--- src/rtl/puq_pkg.sv ---
// puq_pkg: payload structs, config struct, pipeline constants and helper
// functions for the particle update block. No dependencies.
package puq_pkg;

  localparam int Q_DEPTH = 4;
  localparam int Q_AW    = $clog2(Q_DEPTH);
  localparam int Q_CW    = $clog2(Q_DEPTH + 1);

  // back-end stage map
  localparam int DIV_STG  = 8;            // 2 quotient bits per stage
  localparam int ST_LOAD  = 0;
  localparam int ST_MUL   = DIV_STG + 1;
  localparam int ST_SUM   = DIV_STG + 2;
  localparam int ST_HALF  = DIV_STG + 3;
  localparam int NSTG     = DIV_STG + 4;

  // config register indexes
  localparam logic [1:0] CFG_FRAME_STEP    = 2'd0;
  localparam logic [1:0] CFG_SPRITE_WIDTH  = 2'd1;
  localparam logic [1:0] CFG_SPRITE_HEIGHT = 2'd2;

  localparam logic [15:0] FRAME_STEP_RST = 16'd68;
  localparam logic [10:0] SPRITE_RST     = 11'd32;

  localparam logic signed [21:0] POS_HI = 22'sd524287;
  localparam logic signed [21:0] POS_LO = -22'sd524288;

  typedef struct packed {
    logic signed [19:0] pos_x;
    logic signed [19:0] pos_y;
    logic signed [15:0] vel_x;
    logic signed [15:0] vel_y;
    logic [15:0]        age;
    logic [15:0]        lifetime;
    logic [31:0]        color_begin;
    logic [31:0]        color_finish;
    logic [15:0]        size_begin;
    logic [15:0]        size_finish;
  } puq_in_t;

  typedef struct packed {
    logic signed [19:0] new_pos_x;
    logic signed [19:0] new_pos_y;
    logic [15:0]        new_age;
    logic               expired;
    logic signed [19:0] quad_left;
    logic signed [19:0] quad_right;
    logic signed [19:0] quad_top;
    logic signed [19:0] quad_bottom;
    logic [31:0]        quad_color;
  } puq_out_t;

  typedef struct packed {
    logic [15:0] frame_step;
    logic [10:0] sprite_width;
    logic [10:0] sprite_height;
  } cfg_t;

  // front-end result, one queue entry
  typedef struct packed {
    logic signed [19:0] pos_x;
    logic signed [19:0] pos_y;
    logic signed [31:0] mul_x;
    logic signed [31:0] mul_y;
    logic [15:0]        new_age;
    logic               expired;
    logic               r_one;
    logic [15:0]        age;
    logic [15:0]        lifetime;
    logic [31:0]        color_begin;
    logic [31:0]        color_finish;
    logic [15:0]        size_begin;
    logic [15:0]        size_finish;
  } fr_t;

  // back-end stage word
  typedef struct packed {
    logic signed [19:0]      nx;
    logic signed [19:0]      ny;
    logic [15:0]             nage;
    logic                    expired;
    logic                    r_one;
    logic [15:0]             life;
    logic [15:0]             rem;
    logic [15:0]             quo;
    logic [31:0]             cb;
    logic [31:0]             cf;
    logic [15:0]             sb;
    logic [15:0]             sf;
    logic signed [34:0]      prod_s;
    logic [3:0][26:0]        prod_c;
    logic [15:0]             size;
    logic [31:0]             col;
    logic [17:0]             hw;
    logic [17:0]             hh;
  } bk_t;

  function automatic logic signed [19:0] sat_pos(input logic signed [21:0] x);
    if (x > POS_HI) return POS_HI[19:0];
    if (x < POS_LO) return POS_LO[19:0];
    return x[19:0];
  endfunction

  // one restoring step: {quotient bit, new remainder}
  function automatic logic [16:0] div_step(input logic [15:0] rem,
                                           input logic [15:0] life);
    logic [16:0] r2;
    logic [16:0] diff;
    r2   = {rem, 1'b0};
    diff = r2 - {1'b0, life};
    if (r2 >= {1'b0, life}) return {1'b1, diff[15:0]};
    return {1'b0, r2[15:0]};
  endfunction

endpackage

--- src/rtl/puq_front.sv ---
// puq_front: accepts particles, classifies the life ratio, computes new
// age, expiry and the velocity products. Depends on puq_pkg.
module puq_front import puq_pkg::*; (
  input  logic    clk,
  input  logic    rst_n,
  input  cfg_t    cfg,
  input  logic    in_valid,
  output logic    in_ready,
  input  puq_in_t in_data,
  output logic    q_valid,
  input  logic    q_ready,
  output fr_t     q_data
);

  fr_t  f_r, f_nxt;
  logic f_v_r;

  logic [16:0]        age_sum;
  logic signed [32:0] mx, my;

  assign in_ready = !f_v_r || q_ready;
  assign q_valid  = f_v_r;
  assign q_data   = f_r;

  always_comb begin
    age_sum = {1'b0, in_data.age} + {1'b0, cfg.frame_step};
    mx      = in_data.vel_x * $signed({1'b0, cfg.frame_step});
    my      = in_data.vel_y * $signed({1'b0, cfg.frame_step});

    f_nxt.pos_x        = in_data.pos_x;
    f_nxt.pos_y        = in_data.pos_y;
    f_nxt.mul_x        = mx[31:0];
    f_nxt.mul_y        = my[31:0];
    f_nxt.new_age      = age_sum[16] ? 16'hFFFF : age_sum[15:0];
    f_nxt.expired      = (f_nxt.new_age >= in_data.lifetime);
    f_nxt.r_one        = (in_data.lifetime == 16'd0) || (in_data.age >= in_data.lifetime);
    f_nxt.age          = in_data.age;
    f_nxt.lifetime     = in_data.lifetime;
    f_nxt.color_begin  = in_data.color_begin;
    f_nxt.color_finish = in_data.color_finish;
    f_nxt.size_begin   = in_data.size_begin;
    f_nxt.size_finish  = in_data.size_finish;
  end

  always_ff @(posedge clk) begin
    if (!rst_n) begin
      f_v_r <= 1'b0;
    end else if (in_valid && in_ready) begin
      f_v_r <= 1'b1;
    end else if (q_ready) begin
      f_v_r <= 1'b0;
    end
  end

  always_ff @(posedge clk) begin
    if (in_valid && in_ready) begin
      f_r <= f_nxt;
    end
  end

endmodule

--- config.mk ---
export PLATFORM = sky130hd
export DESIGN_NAME = puq_front
export DESIGN_NICKNAME = d
export VERILOG_FILES = /design/src/rtl/puq_pkg.sv /design/src/rtl/puq_front.sv
export SDC_FILE = /design/constraint.sdc
export NUM_CORES = 1
export LEC_CHECK = 0
export BUFFER_PORTS_ARGS = -buffer_cell sky130_fd_sc_hd__buf_4
export CAP_MARGIN = 20
export CORE_MARGIN = 2
export CORE_UTILIZATION = 58
export DETAILED_ROUTE_END_ITERATION = 16
export HOLD_SLACK_MARGIN = 0.06
export PLACE_DENSITY_LB_ADDON = 0.12
export SETUP_SLACK_MARGIN = 0.2
export SLEW_MARGIN = 20
export SYNTH_ARGS = -nofsm -noshare
export SYNTH_HDL_FRONTEND = slang
export SYNTH_SLANG_ARGS = --single-unit
--- constraint.sdc ---
create_clock -name clk -period 9.2 [get_ports clk]
set_clock_uncertainty 0.2 [all_clocks]
set_input_delay 1.84 -clock clk [delete_from_list [all_inputs] [get_ports clk]]
set_output_delay 1.84 -clock clk [all_outputs]
set_load 0.005 [all_outputs]
==> run metrics <==
share of cells above drive strength 1=18.1%; Seq/Total Area, Yosys=28.2%; RSZ-0062 raised after global routing=false; CTS tree=yes; Routability Congestion=0.948; Max Cap Viol=0; fin util=69.5%; DIE AREA=about 48,000 um2; post-synthesis register bit count=251; TritonCTS buffer count=26; # IOs=494; Post-DP HPWL=about 56,000 um; # setup viols final=0; Layout Cells excl Fill=3,557; Resized Gates After CTS=0; Skew-Pair Late Insertion Delay=about 0.55 ns; Mean Syn Cell Area=10.6 um2; critical path's slowest cell=a211oi_1; hold depth=2; Critical Setup Path Class=in2reg; Post-Syn Area=26,700 um2; Yosys Warn Count=0; Worst Path Arrival=7.66 ns; Iter 0 DRT Violations=1,434; CP Cell Sequence=buf_4 -> nand2_1 -> fa_1 -> inv_1 -> fa_1 -> inv_1 -> fa_1 -> inv_1 -> fa_1 -> fa_1 -> inv_1 -> fa_1 -> inv_1 -> ha_1 -> a21o_1 -> a21oi_1 -> o32ai_1 -> a211oi_1 -> or2_1 -> nand4_1 -> and3_1; Final period util=82.1%; Initial Utilization=roughly three fifths; first drt pass iteration count=5; FP Rows=78; actual slew at the worst max-slew pin=1.01 ns; asr flop ratio synth=0%; CP Launch Type=input port; Rel. slew slack=between 30% and 40%; r2r worst-path depth=3; CP most frequent cell=fa_1; GRT overflow=0; Die Wd=219 um; commonest non-fill, non-tap cells in the layout=519 x inv_1, 472 x buf_4, 389 x fa_1; DP Cell Count=3,507; P_leak=around 0.015 uW; Pwr per Cell Area=381 nW/um2; Setup Fix Bufs, Post-CTS=0; vias in the first global route=20,700; hold buffers post-CTS=0; HP Class=reg2reg; clk buf depth=3; CP endpoint kind=flop; Post-synth EDFFs=between 200 and 300; Detail Route Antenna Nets=0; Worst EP required=9.30 ns; Port-buffer cells=between 400 and 500; antenna violations before repair=12; pin count of the biggest net entering global routing=163; gr usage total=30.1%; WL final=70,400 um; fill cell count=3,505; Slew Limit Fails=0; Final Hold Fails=0; Setup TNS Final=0 ns; CP max FO=33; Hold WS=0.355 ns; Synth Flop Type=edfxtp_1; H-tree levels=1; layout net count=approximately 3,800; via count=19,700; first-pass GRT wire length=110,000 um; DR vias/cell=around 5.5; die height=219 um; syn nets=3,438; commonest non-fill, non-tap cell in the layout=inv_1; Max rail drop VDD=0.527 mV; DRC Markers=0; core area=around 45,000 um2; status=finished clean; total power draw=~12,000 uW; Synth Instances=2,525; wire per inst=~20 um; Cell variety after synth=68; area delta synth->final=18.2%; Clock Sinks=~250; Root Driver=clkbuf_16; Worst-path clk slew=0.06 ns; fmax=around 0.13 GHz; post-route minimum period=7.56 ns; slowest stage delay, CP=0.66 ns
cells in the mapped netlist, drive strengths merged (2+ instances only):
cell type,instances,area (um2)
nand3,12,60.1
inv,521,1960
nand2,306,1150
or3,4,25.0
o211ai,3,22.5
nor3,8,40.0
or2,2,12.5
ha,282,3530
or4,2,15.0
and3,9,61.3
a21boi,5,37.5
nand2b,22,138
nand4,19,119
o21bai,11,82.6
a21oi,85,444
mux2i,2,20.0
nor4,11,75.1
a221oi,5,86.3
a21o,31,233
clkbuf,88,330
buf,3,13.8
and4,2,17.5
nand4b,2,17.5
and2,233,1460
xnor2,52,455
o21a,3,22.5
nor2b,12,75.1
xor2,18,158
o21ai,47,235
a41oi,2,17.5
nor2,46,173
edfxtp,250,7510
a22oi,2,15.0
a31oi,4,25.0
o32ai,2,25.0
fa,389,7790
o31ai,6,45.0
a211oi,5,42.5
o41ai,3,33.8
power breakdown:
group	leakage [uW]	switching (uW)	internal (uW)
logic	0.0126	5260	3730
registers	0.00242	54.7	1880
clock network	0.000435	460	662
total	0.0155	5780	6270
critical path, delay by kind of cell:
kind | cells | cell delay, ns
AND/OR/NAND/NOR | 4 | 0.69
adder cells (fa/ha/maj) | 7 | 3.30
AO/OA/AOI/OAI | 4 | 1.15
buffers and inverters | 6 | 0.64
sequential cells by signal (all words and copies together) (netlist names):
signal   count
q_valid      1
q_data     250
worst paths after layout:
path	startpoint	to	slack [ns]
min	q_valid	q_valid	0.36
min reg2reg	q_valid	q_valid	0.36
max	cfg[28]	q_data[207]	1.64
max reg2reg	q_valid	q_data[173]	6.82
per-layer routing:
layer / global-route usage [%] / up-vias / part of all wire (%)
li1: - / 8780 / -
met1: 40.7 / 10000 / 40
met2: 50.3 / 746 / 49
met3: 5.76 / 100 / 8.4
met4: 7.59 / 10 / 2.3
met5: 0 / - / 0.084
logic make-up (layout without fill, tap and decap cells):
logic type                 after synthesis  after routing  share of synthesized area [%]
buffers and inverters                  612           1042                           8.60
AOI/OAI and AO/OA                      225            225                           5.58
DFF                                    251            251                           28.2
and+or+nand+nor                        693            693                           12.9
xor gates and xnor gates                70             70                           2.29
other                                    0              2                              0
adders and majority gates              671            671                           42.3
muxes                                    3              3                          0.117
layout make-up:
| type | count | area (um2) | area share, % |
|---|---|---|---|
| Sequential cell | 251 | 7530 | 23.8 |
| Clock buffer | 29 | 662 | 2.09 |
| Clock inverter | 19 | 240 | 0.760 |
| Timing Repair Buffer | 473 | 3560 | 11.3 |
| Tap cell | 600 | 751 | 2.37 |
| Multi-Input combinational cell | 1662 | 16900 | 53.5 |
| Inverter | 521 | 1960 | 6.19 |
| Antenna cell | 2 | 5.00 | 0.0158 |
stage by stage:
step	setup slack (ns)	cell area, um2
2_1_floorplan	0.677	26700
3_3_place_gp	1.27	30700
3_5_place_dp	1.19	30700
4_1_cts	1.76	31600
5_1_grt	1.39	31600
6_report	1.64	31600
No activity file was read; power rests on OpenSTA's default activity.
