[config.mk]
export PLATFORM = sky130hd
export DESIGN_NAME = puq_queue
export DESIGN_NICKNAME = d
export VERILOG_FILES = /design/src/rtl/puq_pkg.sv /design/src/rtl/puq_queue.sv
export SDC_FILE = /design/constraint.sdc
export NUM_CORES = 1
export LEC_CHECK = 0
export BUFFER_PORTS_ARGS = -buffer_cell sky130_fd_sc_hd__buf_2
export CORE_UTILIZATION = 55
export CTS_CLUSTER_SIZE = 20
export DETAILED_ROUTE_END_ITERATION = 12
export PLACE_DENSITY = 0.76
export SKIP_LAST_GASP = 1
export SYNTH_ARGS = -nofsm -noshare
export SYNTH_HDL_FRONTEND = slang
export SYNTH_SLANG_ARGS = --single-unit
[constraint.sdc]
create_clock -name clk -period 15.7 [get_ports clk]
set_input_delay 3.14 -clock clk [delete_from_list [all_inputs] [get_ports clk]]
set_output_delay 3.14 -clock clk [all_outputs]
set_load 0.01 [all_outputs]
[src/rtl/puq_pkg.sv]
// puq_pkg: payload structs, config struct, pipeline constants and helper
// functions for the particle update block. No dependencies.
package puq_pkg;

  localparam int Q_DEPTH = 4;
  localparam int Q_AW    = $clog2(Q_DEPTH);
  localparam int Q_CW    = $clog2(Q_DEPTH + 1);

  // back-end stage map
  localparam int DIV_STG  = 8;            // 2 quotient bits per stage
  localparam int ST_LOAD  = 0;
  localparam int ST_MUL   = DIV_STG + 1;
  localparam int ST_SUM   = DIV_STG + 2;
  localparam int ST_HALF  = DIV_STG + 3;
  localparam int NSTG     = DIV_STG + 4;

  // config register indexes
  localparam logic [1:0] CFG_FRAME_STEP    = 2'd0;
  localparam logic [1:0] CFG_SPRITE_WIDTH  = 2'd1;
  localparam logic [1:0] CFG_SPRITE_HEIGHT = 2'd2;

  localparam logic [15:0] FRAME_STEP_RST = 16'd68;
  localparam logic [10:0] SPRITE_RST     = 11'd32;

  localparam logic signed [21:0] POS_HI = 22'sd524287;
  localparam logic signed [21:0] POS_LO = -22'sd524288;

  typedef struct packed {
    logic signed [19:0] pos_x;
    logic signed [19:0] pos_y;
    logic signed [15:0] vel_x;
    logic signed [15:0] vel_y;
    logic [15:0]        age;
    logic [15:0]        lifetime;
    logic [31:0]        color_begin;
    logic [31:0]        color_finish;
    logic [15:0]        size_begin;
    logic [15:0]        size_finish;
  } puq_in_t;

  typedef struct packed {
    logic signed [19:0] new_pos_x;
    logic signed [19:0] new_pos_y;
    logic [15:0]        new_age;
    logic               expired;
    logic signed [19:0] quad_left;
    logic signed [19:0] quad_right;
    logic signed [19:0] quad_top;
    logic signed [19:0] quad_bottom;
    logic [31:0]        quad_color;
  } puq_out_t;

  typedef struct packed {
    logic [15:0] frame_step;
    logic [10:0] sprite_width;
    logic [10:0] sprite_height;
  } cfg_t;

  // front-end result, one queue entry
  typedef struct packed {
    logic signed [19:0] pos_x;
    logic signed [19:0] pos_y;
    logic signed [31:0] mul_x;
    logic signed [31:0] mul_y;
    logic [15:0]        new_age;
    logic               expired;
    logic               r_one;
    logic [15:0]        age;
    logic [15:0]        lifetime;
    logic [31:0]        color_begin;
    logic [31:0]        color_finish;
    logic [15:0]        size_begin;
    logic [15:0]        size_finish;
  } fr_t;

  // back-end stage word
  typedef struct packed {
    logic signed [19:0]      nx;
    logic signed [19:0]      ny;
    logic [15:0]             nage;
    logic                    expired;
    logic                    r_one;
    logic [15:0]             life;
    logic [15:0]             rem;
    logic [15:0]             quo;
    logic [31:0]             cb;
    logic [31:0]             cf;
    logic [15:0]             sb;
    logic [15:0]             sf;
    logic signed [34:0]      prod_s;
    logic [3:0][26:0]        prod_c;
    logic [15:0]             size;
    logic [31:0]             col;
    logic [17:0]             hw;
    logic [17:0]             hh;
  } bk_t;

  function automatic logic signed [19:0] sat_pos(input logic signed [21:0] x);
    if (x > POS_HI) return POS_HI[19:0];
    if (x < POS_LO) return POS_LO[19:0];
    return x[19:0];
  endfunction

  // one restoring step: {quotient bit, new remainder}
  function automatic logic [16:0] div_step(input logic [15:0] rem,
                                           input logic [15:0] life);
    logic [16:0] r2;
    logic [16:0] diff;
    r2   = {rem, 1'b0};
    diff = r2 - {1'b0, life};
    if (r2 >= {1'b0, life}) return {1'b1, diff[15:0]};
    return {1'b0, r2[15:0]};
  endfunction

endpackage

[src/rtl/puq_queue.sv]
// puq_queue: short register FIFO between front and back ends.
// Depends on puq_pkg (fr_t, Q_DEPTH).
module puq_queue import puq_pkg::*; (
  input  logic clk,
  input  logic rst_n,
  input  logic in_valid,
  output logic in_ready,
  input  fr_t  in_data,
  output logic out_valid,
  input  logic out_ready,
  output fr_t  out_data
);

  fr_t             mem_r [Q_DEPTH];
  logic [Q_AW-1:0] wptr_r, rptr_r;
  logic [Q_CW-1:0] cnt_r, cnt_nxt;
  logic            push, pop;

  assign in_ready  = (cnt_r != Q_CW'(Q_DEPTH));
  assign out_valid = (cnt_r != '0);
  assign out_data  = mem_r[rptr_r];
  assign push      = in_valid && in_ready;
  assign pop       = out_valid && out_ready;

  always_comb begin
    cnt_nxt = cnt_r;
    if (push && !pop) cnt_nxt = cnt_r + 1'b1;
    else if (pop && !push) cnt_nxt = cnt_r - 1'b1;
  end

  always_ff @(posedge clk) begin
    if (!rst_n) begin
      wptr_r <= '0;
      rptr_r <= '0;
      cnt_r  <= '0;
    end else begin
      cnt_r <= cnt_nxt;
      if (push) wptr_r <= wptr_r + 1'b1;
      if (pop)  rptr_r <= rptr_r + 1'b1;
    end
  end

  always_ff @(posedge clk) begin
    if (push) begin
      mem_r[wptr_r] <= in_data;
    end
  end

  a_cnt_bound: assert property (@(posedge clk) disable iff (!rst_n)
    cnt_r <= Q_CW'(Q_DEPTH))
    else $error("queue count past depth");

  a_ptr_gap: assert property (@(posedge clk) disable iff (!rst_n)
    (cnt_r != Q_CW'(Q_DEPTH) && cnt_r != '0) |-> (wptr_r != rptr_r))
    else $error("queue pointers collide while partly full");

  a_cnt_step: assert property (@(posedge clk) disable iff (!rst_n)
    (push && !pop) |=> (cnt_r == $past(cnt_r) + 1'b1))
    else $error("queue count missed a push");

endmodule

==> metrics.md <==
| Metric | Value |
|---|---|
| Yosys warning count | `0` |
| RSZ-0062 raised after global routing | `no` |
| First-pass GRT wire length | `approximately 100,000 um` |
| PwrDens | `~170 nW/um^2` |
| Routed Antenna Nets | `0` |
| Sink Count | `1,009` |
| Die height | `approximately 260 um` |
| GRT overflow | `0` |
| # setup viols final | `0` |
| Area grow syn2layout | `17.60%` |
| Fin crit period | `approximately 6400 ps` |
| CP top delay family | `flip-flops` |
| Layout Utilization | `0.6538` |
| Share of layout cells above drive strength 1 | `0.4563` |
| Crit-path cells | `buf_12 -> mux4_2 -> buf_2` |
| Final GP Congestion | `0.7812` |
| Critical path required time | `12,560 ps` |
| Final TNS setup | `0 ps` |
| Hold/Removal Path Class | `flop to flop` |
| GRT Util Overall | `0.2106` |
| CP Capture Type | `output pin` |
| Pwr Total | `7.150 mW` |
| Worst Path Arrival | `about 3300 ps` |
| RR Startpoint | `cnt_r[0]` |
| Yosys top cell area share | `0.8216` |
| Yosys cell types | `22` |
| Worst setup SP type | `flop` |
| Max-slew headroom | `0.2418` |
| Register area share after synthesis | `0.8265` |
| CP max stage cell | `dfxtp_4` |
| Detailed placer's ending HPWL | `between 40,000 and 50,000 um` |
| Critical path peak fanout | `about 100` |
| Worst-Skew Late Latency | `630 ps` |
| Dominant cells by area after synthesis | `edfxtp_1 82%, mux4_2 15%, buf_6 0.71%` |
| Rows | `between 90 and 100` |
| Worst path bufs/invs | `2` |
| Antenna violations before repair | `17` |
| 1st-pass router iterations | `7` |
| Hold worst-path end | `wptr_r[1]` |
| Vias | `16,300` |
| CTS tree | `built` |
| Die area | `67,490 um^2` |
| Core Box Area | `65,750 um^2` |
| Reg2reg setup slack | `11,950 ps` |
| # hold bufs at CTS | `0` |
| Starting DRT DRC Count | `1,377` |
| Syn nets | `1,614` |
| Final nets | `approximately 2,200` |
| Status | `completed` |
| Pre-CTS setup slack | `9302 ps` |
| Starting Density | `0.5559` |
| Vias in the first global route | `17,100` |
| Clock buffer depth | `3` |
| # IOs | `506` |
| Max Slew Vio Count | `0` |
| Worst Tran Pin Value | `about 1100 ps` |
| Lkg Pwr | `14.25 nW` |
| Hold Fails Final Rpt | `0` |
| Final WL | `71,450 um` |
| DRC | `0` |
| Synthesized area | `36,550 um^2` |
| Clock-pin slew on the worst setup and hold paths | `60 ps` |
| TritonCTS buffer count | `96` |
| Worst vdd ir | `0.1947 mV` |
| Hold Path Cell Cnt | `2` |
| Routed len/inst | `24.94 um` |
| Vias per inst | `5.689` |
| Path depth of the worst reg2reg path | `5` |
| Yosys reg bits | `1,009` |
| Fmax | `roughly 0.16 GHz` |
| Setup ws final | `roughly 9000 ps` |
| Port bufs | `about 500` |
| Max incr delay on CP | `970 ps` |
| Crit path kind | `flop to output pin` |
| CTS Root Buffer Type | `clkbuf_16` |
| Pin count of the biggest net entering global routing | `137` |
| Setup bufs post-CTS | `0` |
| Min-delay src | `wptr_r[1]` |
| Clock Skew | `15.59 ps` |
| Die width | `259.8 um` |
| Syn_area_per_cell | `26.99 um^2` |
| Post-synth top area cell | `edfxtp_1` |
| Post-CTS resize count | `0` |
| Max Cap Viol | `0` |
| Final Cycle Share | `0.4090` |
| H-tree depth | `3` |
| Post-Syn Instances | `around 1,400` |
| Reg-to-Reg End | `mem_r[1][57]` |
==> area by class of cell <==
class | instances | area, um^2
multi-input cells | 285 | 5919
clock buffers | 123 | 2597
inverters | 3 | 11.26
well taps | 864 | 1081
flip-flops and latches | 1009 | 30220
clock inverters | 51 | 421.7
repair buffers | 519 | 2708
fillers | 4123 | 22760
diodes | 11 | 27.53
==> Yosys cell counts <==
library cell and instances:
a21boi_0 1, a21boi_2 1, and2_1 8, buf_2 26, buf_6 23, clkbuf_1 8
dfxtp_1 9, edfxtp_1 1000, fa_1 1, ha_1 5, inv_1 3, mux2i_1 3
mux4_2 250, nand2_1 5, nor2_1 1, nor2b_1 1, o21ai_0 1, o311ai_0 1
o31ai_1 1, or3_1 2, xnor2_1 3, xor2_1 1
==> per-layer routing <==
metal	share of wire	vias up	global-route usage
li1	-	7044	-
met1	0.38	8528	0.2659
met2	0.52	607	0.3542
met5	0.0014	-	0
met4	0.018	18	0.05686
met3	0.086	101	0.06608
==> worst register-to-register path: cells and delay by family, from the launching register on <==
family | cells | cell delay [ps]
flip-flops | 1 | 460
AND/OR/NAND/NOR | 2 | 730
AO/OA/AOI/OAI | 1 | 350
buffers and inverters | 2 | 1720
==> cell usage in the layout, fill, tap and decap left out, types with 4 or more instances in the layout <==
master     synthesis  final
buf_4              0      8
clkbuf_16          0     99
clkinv_2           0     17
ha_1               5      5
clkinv_1           0     21
bufinv_16          0      5
nand2_1            5      5
and2_1             8      4
buf_12             0      6
dfxtp_1            9      7
buf_2             26    505
clkbuf_1           8     21
edfxtp_1        1000   1000
diode_2            0     11
mux4_2           250    250
and2_4             0      4
==> worst max-delay path by stage <==
stage	cells past startpoint	startpoint	endpoint
floorplan	2	in_valid	mem_r[0][0]
global placement	5	in_valid	mem_r[1][74]
detailed placement	5	in_valid	mem_r[1][96]
CTS	3	flop	out_data[77]
global route	3	flop	out_data[62]
finish	3	flop	out_data[62]
==> registers in the layout (all words and copies together), names as in the netlist, named ones only <==
| register | flops |
|---|---|
| cnt_r | 3 |
| mem_r | 1000 |
| rptr_r | 2 |
| wptr_r | 2 |
==> power by group <==
group | switching (mW) | total (mW) | internal, mW
Sequential | 0.107 | 3.38 | 3.27
Combinational | 0.838 | 1.58 | 0.739
Clock | 0.939 | 2.19 | 1.25
Total | 1.88 | 7.15 | 5.27
==> stage by stage <==
step	hold WS (ps)	area (um^2)	std cells
3_3_place_gp	476.1	39940	2680
2_1_floorplan	467.7	36550	1354
3_5_place_dp	497.4	39940	2680
5_1_grt	553.5	42970	2858
4_1_cts	504.9	42950	2854
6_report	505.1	42980	2865
==> cell families (layout without fill, tap and decap cells) <==
logic type	Yosys count	after routing	share of synthesized area
DFF	1009	1009	0.8265
muxes	253	253	0.1549
buffers and inverters	60	696	0.01178
and+or+nand+nor	17	17	0.002499
adders and majority gates	6	6	0.002259
AOI/OAI and AO/OA	5	5	0.001096
xor gates and xnor gates	4	4	0.0009587
other	0	11	0
Note: power is estimated with default switching activity, not from simulation.
